`src/design/rrp_pkg.sv`:
```
// Package of the rectangle raster painter: widths, codes, and the
// command/status structs shared by the controller and the datapath.
// Depends on nothing.
package rrp_pkg;

  // Canvas geometry
  localparam int MAX_SIDE = 256;
  localparam int SIDE_W   = $clog2(MAX_SIDE);       // row/column index width
  localparam int SIZE_W   = SIDE_W + 1;             // size register width
  localparam int ADDR_W   = 2 * SIDE_W;             // pixel store address

  // Fixed point
  localparam int COORD_W  = 20;                     // Q12.8 field width
  localparam int FRAC_W   = 8;
  localparam int EXT_W    = COORD_W + 3;            // room for sums and edge offsets
  localparam int Q_ONE    = 256;

  // Field widths
  localparam int CHAR_W   = 8;
  localparam int KIND_W   = 2;
  localparam int STAT_W   = 2;
  localparam int CFG_IDX_W = 2;
  localparam int CFG_W    = 9;
  localparam int IN_W     = 112;
  localparam int OUT_W    = 16;

  // Item kinds
  localparam logic [KIND_W-1:0] KIND_CLEAR = 2'd0;
  localparam logic [KIND_W-1:0] KIND_DRAW  = 2'd1;
  localparam logic [KIND_W-1:0] KIND_READ  = 2'd2;

  // Result status codes
  localparam logic [STAT_W-1:0] STAT_OK      = 2'd0;
  localparam logic [STAT_W-1:0] STAT_BAD     = 2'd1;
  localparam logic [STAT_W-1:0] STAT_OUTSIDE = 2'd2;

  // Register indexes
  localparam logic [CFG_IDX_W-1:0] REG_WIDTH  = 2'd0;
  localparam logic [CFG_IDX_W-1:0] REG_HEIGHT = 2'd1;
  localparam logic [CFG_IDX_W-1:0] REG_BG     = 2'd2;

  // Shape type characters
  localparam logic [CHAR_W-1:0] CHAR_OUTLINE = 8'h72;  // 'r'
  localparam logic [CHAR_W-1:0] CHAR_FILLED  = 8'h52;  // 'R'

  // Reset values of the registers
  localparam logic [SIZE_W-1:0] SIZE_RESET = SIZE_W'(1);
  localparam logic [CHAR_W-1:0] BG_RESET   = 8'd32;

  typedef struct packed {
    logic load;    // capture the accepted request
    logic sweep;   // visit one pixel and advance
    logic finish;  // move the result into the output register
  } rrp_cmd_t;

  typedef struct packed {
    logic [KIND_W-1:0] kind;
    logic              empty;       // canvas has no pixels
    logic              invalid;     // draw request is bad
    logic              sweep_last;  // current pixel is the last one
    logic              out_free;    // output register can take a result
  } rrp_stat_t;

endpackage

```
`src/design/rrp_ctrl.sv`:
```
// Controller of the rectangle raster painter: sequences accept, decode,
// pixel sweep and result hand-off. Depends on rrp_pkg.
module rrp_ctrl
  import rrp_pkg::*;
(
  input  logic      clk,
  input  logic      rst,
  input  logic      s_tvalid,
  output logic      s_tready,
  input  rrp_stat_t stat,
  output rrp_cmd_t  cmd
);

  localparam logic [1:0] ST_IDLE   = 2'd0;
  localparam logic [1:0] ST_DECODE = 2'd1;
  localparam logic [1:0] ST_SWEEP  = 2'd2;
  localparam logic [1:0] ST_DONE   = 2'd3;

  logic [1:0] state;
  logic [1:0] state_next;

  // Next state and commands
  always_comb begin
    state_next = state;
    cmd        = '0;
    s_tready   = 1'b0;
    case (state)
      ST_IDLE: begin
        s_tready = 1'b1;
        if (s_tvalid) begin
          cmd.load   = 1'b1;
          state_next = ST_DECODE;
        end
      end
      ST_DECODE: begin
        case (stat.kind)
          KIND_CLEAR: state_next = stat.empty ? ST_DONE : ST_SWEEP;
          KIND_DRAW:  state_next = (stat.invalid || stat.empty) ? ST_DONE : ST_SWEEP;
          default:    state_next = ST_DONE;
        endcase
      end
      ST_SWEEP: begin
        cmd.sweep = 1'b1;
        if (stat.sweep_last) begin
          state_next = ST_DONE;
        end
      end
      ST_DONE: begin
        if (stat.out_free) begin
          cmd.finish = 1'b1;
          state_next = ST_IDLE;
        end
      end
      default: state_next = ST_IDLE;
    endcase
  end

  // Hold the state
  always_ff @(posedge clk) begin
    if (rst) begin
      state <= ST_IDLE;
    end else begin
      state <= state_next;
    end
  end

endmodule

```
`config.mk`:
```
export PLATFORM = sky130hd
export DESIGN_NAME = rrp_ctrl
export DESIGN_NICKNAME = d
export VERILOG_FILES = /design/src/design/rrp_pkg.sv /design/src/design/rrp_ctrl.sv
export SDC_FILE = /design/constraint.sdc
export NUM_CORES = 1
export LEC_CHECK = 0
export BUFFER_PORTS_ARGS = -buffer_cell sky130_fd_sc_hd__buf_2
export CAP_MARGIN = 20
export CORE_AREA = 2 2 39 41
export DETAILED_ROUTE_END_ITERATION = 8
export DIE_AREA = 0 0 41 43
export GPL_ROUTABILITY_DRIVEN = 0
export GPL_TIMING_DRIVEN = 1
export PLACE_DENSITY = 0.43
export RECOVER_POWER = 25
export SKIP_CTS_REPAIR_TIMING = 1
export SLEW_MARGIN = 0
export SYNTH_ARGS = -nofsm -noshare
export SYNTH_HDL_FRONTEND = slang
export SYNTH_SLANG_ARGS = --single-unit
```
`constraint.sdc`:
```
create_clock -name clk -period 2.2 [get_ports clk]
set_clock_uncertainty 0.05 [all_clocks]
set_input_delay 0.44 -clock clk [delete_from_list [all_inputs] [get_ports clk]]
set_output_delay 0.44 -clock clk [all_outputs]
set_load 0.1 [all_outputs]
```
==> results.txt <==
----------------------------------------------------
[Synth]
  Number of instances in the synthesized netlist ... 23
  Synth Cell Area ... between 200 and 250 um2
  Synthesized area per cell ... 9.194 um2
  Yosys warnings ... 0
  Post-synthesis cell type count ... 15
  Area share of the leading cell type in the synthesized netlist ... 0.2959
  Cell type contributing the most total cell area after synthesis ... ha_1
  Dominant cells by area after synthesis ... ha_1 (30%), dfxtp_1 (19%), nor2b_1 (5.9%)
  Number of nets in the synthesized netlist ... 37
  Share of the yosys chip area belonging to registers ... 0.1893
  #FFs+latches synth ... 2

[Min path]
  Startpoint of the most critical hold path ... rst
  Type of the tightest min-delay check ... in -> reg
  Destination of the worst hold path ... state[1]
  Worst Hold Depth ... 2

[Detailed routing]
  DRC violation total after the first TritonRoute iteration ... 3
  Number of vias per cell after detailed routing ... around 4.2
  Count of TritonRoute iterations in the first routing pass ... 2
  Remaining routing DRC violations ... 0
  Final wirelength ... 593 um
  Number of vias in the routed layout ... between 200 and 250
  Post-DR wirelength/cell ... ~11 um
  Post-detailed-route count of antenna-violating nets ... 0

[Die]
  Placeable core area ... about 0.0014 mm2
  Starting Density ... 0.1528
  Width of the die ... 41 um
  Die height ... around 43 um
  Standard-cell row count ... 14
  Die area ... ~0.0018 mm2
  Num ports ... 13

[Layout]
  Largest registers ... state: 2 flops
  Number of flip-flops in the largest register ... 2
  Synth-to-layout area growth ... 50.30%
  Final Core Density ... 0.2297
  Top reg by flops ... state
  Ant. Diodes ... 0
  NumNets Final ... between 50 and 60
  FILL cells ... between 150 and 200
  Share of layout cells above drive strength 1 ... 0.4737

[Outcome]
  Status ... complete, no violations

[Timing]
  Final-layout worst hold slack ... around 330 ps
  Setup TNS after final layout ... 0 ps
  Relative slew margins ... 0.6853
  Max-slew violation total from the final report ... 0
  Min setup slack post-route ... approximately 260 ps
  Number of failing setup endpoints in the final timing report ... 0
  Tightest Pin Transition ... roughly 460 ps
  Part of the cycle the worst path needs ... 0.8807
  Max Clk Rate ... about 0.52 GHz
  Hold Fails Final Rpt ... 0
  Post-layout minimum cycle time ... roughly 1900 ps
  Unrepaired setup endpoints after global routing ... false

[Setup path]
  Setup slack of the worst register-to-register path ... 460 ps
  Arrival @ worst endpoint ... 1450 ps
  Depth of the critical timing path with buffers and inverters included ... 4
  Buffering stage count on the worst path with inverters included ... 2
  List of cells traversed by the critical path ... inv_1 -> ha_2 -> and2_2 -> buf_2
  Startpoint of the lowest-slack register-to-register path ... state[0]
  Critical path's top delay family ... buffers and inverters
  Required arrival time at the worst endpoint ... between 1500 and 2000 ps
  Worst stage delay on the critical path ... approximately 400 ps
  Worst setup path category ... reg -> out
  CP Launch Type ... flip-flop
  Endpoint type of the worst setup path ... primary output
  Length in cells of the worst reg-to-reg path ... 5
  Cell with the biggest individual delay on the critical path ... buf_2
  Largest driver fanout on the critical path ... 4
  Reg-to-reg endpoint ... state[0]

[Global route]
  GRT Total Usage ... 0.08717
  Antenna violations before repair ... 0
  First-pass GRT wire length ... approximately 970 um
  Total grt overflow ... 0
  Pin count of the biggest net entering global routing ... 6
  Vias in the first global route ... 236

[Placement]
  HPWL Detailed ... 408.3 um
  Quantity of I/O buffers inserted on ports ... 12
  Worst slack at placement ... about 470 ps

[Clock network]
  CTS tree ... built
  Clock network latency to the later pin of the worst-skew pair ... roughly 230 ps
  CTS buffer count ... 3
  CTS Root Buffer Type ... clkbuf_4
  CTS clk-pin slew, worst paths ... 30 ps
  Number of sinks on the clock net ... 2
  CTS H-Tree Depth ... 1
  Buffers from clock root to sink, at most ... 2

[Job]
  Maximum Capacitance Violations ... 0

----------------------------------------------------
## synthesized netlist by cell type
| master | instances |
|---|---|
| ha_1 | 5 |
| inv_1 | 3 |
| dfxtp_1 | 2 |
| nor2b_1 | 2 |
| a2111oi_0 | 1 |
| a211o_1 | 1 |
| a21oi_1 | 1 |
| a311oi_1 | 1 |
| and2_1 | 1 |
| and2_2 | 1 |
| and2b_1 | 1 |
| nor2_1 | 1 |
| o31ai_1 | 1 |
| o41a_1 | 1 |
| or4b_1 | 1 |
## worst max-delay path by stage
stage,start,to
6_report,state[0],cmd[2]
5_1_grt,state[0],cmd[2]
4_1_cts,state[0],cmd[2]
3_5_place_dp,state[0],state[0]
3_3_place_gp,state[0],state[0]
2_1_floorplan,state[0],state[0]
## cell families (layout without fill, tap and decap cells)
kind of cell / Yosys count / in the layout / share of synthesized area
compound gates: 6 / 6 / 0.2367
fa+ha+maj: 5 / 5 / 0.2959
buf+inv: 3 / 18 / 0.05325
flops: 2 / 2 / 0.1894
simple gates: 7 / 7 / 0.2249
## cell usage in the layout (no fill, tap or decap)
cell	instances
o41a_1	1
and2_2	2
a21oi_1	1
dfxtp_1	2
nor2b_1	2
and2b_1	1
inv_1	3
buf_2	12
nor2_1	1
ha_1	4
a2111oi_0	1
or4b_1	1
a211o_1	1
a311oi_1	1
clkbuf_4	3
o31ai_1	1
ha_2	1
## layer usage
metal	vias up	routed length (um)	track usage
met5	-	0	0
met4	0	21	0.1000
met3	4	58	0.03141
met2	17	244	0.1125
met1	91	270	0.09585
li1	114	-	-
## layout make-up
class / instances / area, um2 / share of cell area
multi-input combinational: 18 / 163.9 / 0.5157
timing repair buffer: 12 / 60.06 / 0.1890
sequential: 2 / 40.04 / 0.1260
clock buffer: 3 / 22.52 / 0.07087
tap: 16 / 20.02 / 0.06299
inverter: 3 / 11.26 / 0.03543
## worst reg2reg max path: stages, from the launching register on
cell and delay, ps:
dfxtp_1 380, inv_1 120, ha_1 220, nor2b_1 170, o41a_1 420, a311oi_1 270
## per-stage QoR
stage	cell area (um2)	cells
final	317.8	54
after global routing	317.8	54
after CTS	317.8	54
after detailed placement	295.3	51
after global placement	295.3	51
after floorplan	215.2	23
Power is not shown: default switching activity piles up to over one toggle a cycle in this logic, so the estimate is an artifact.
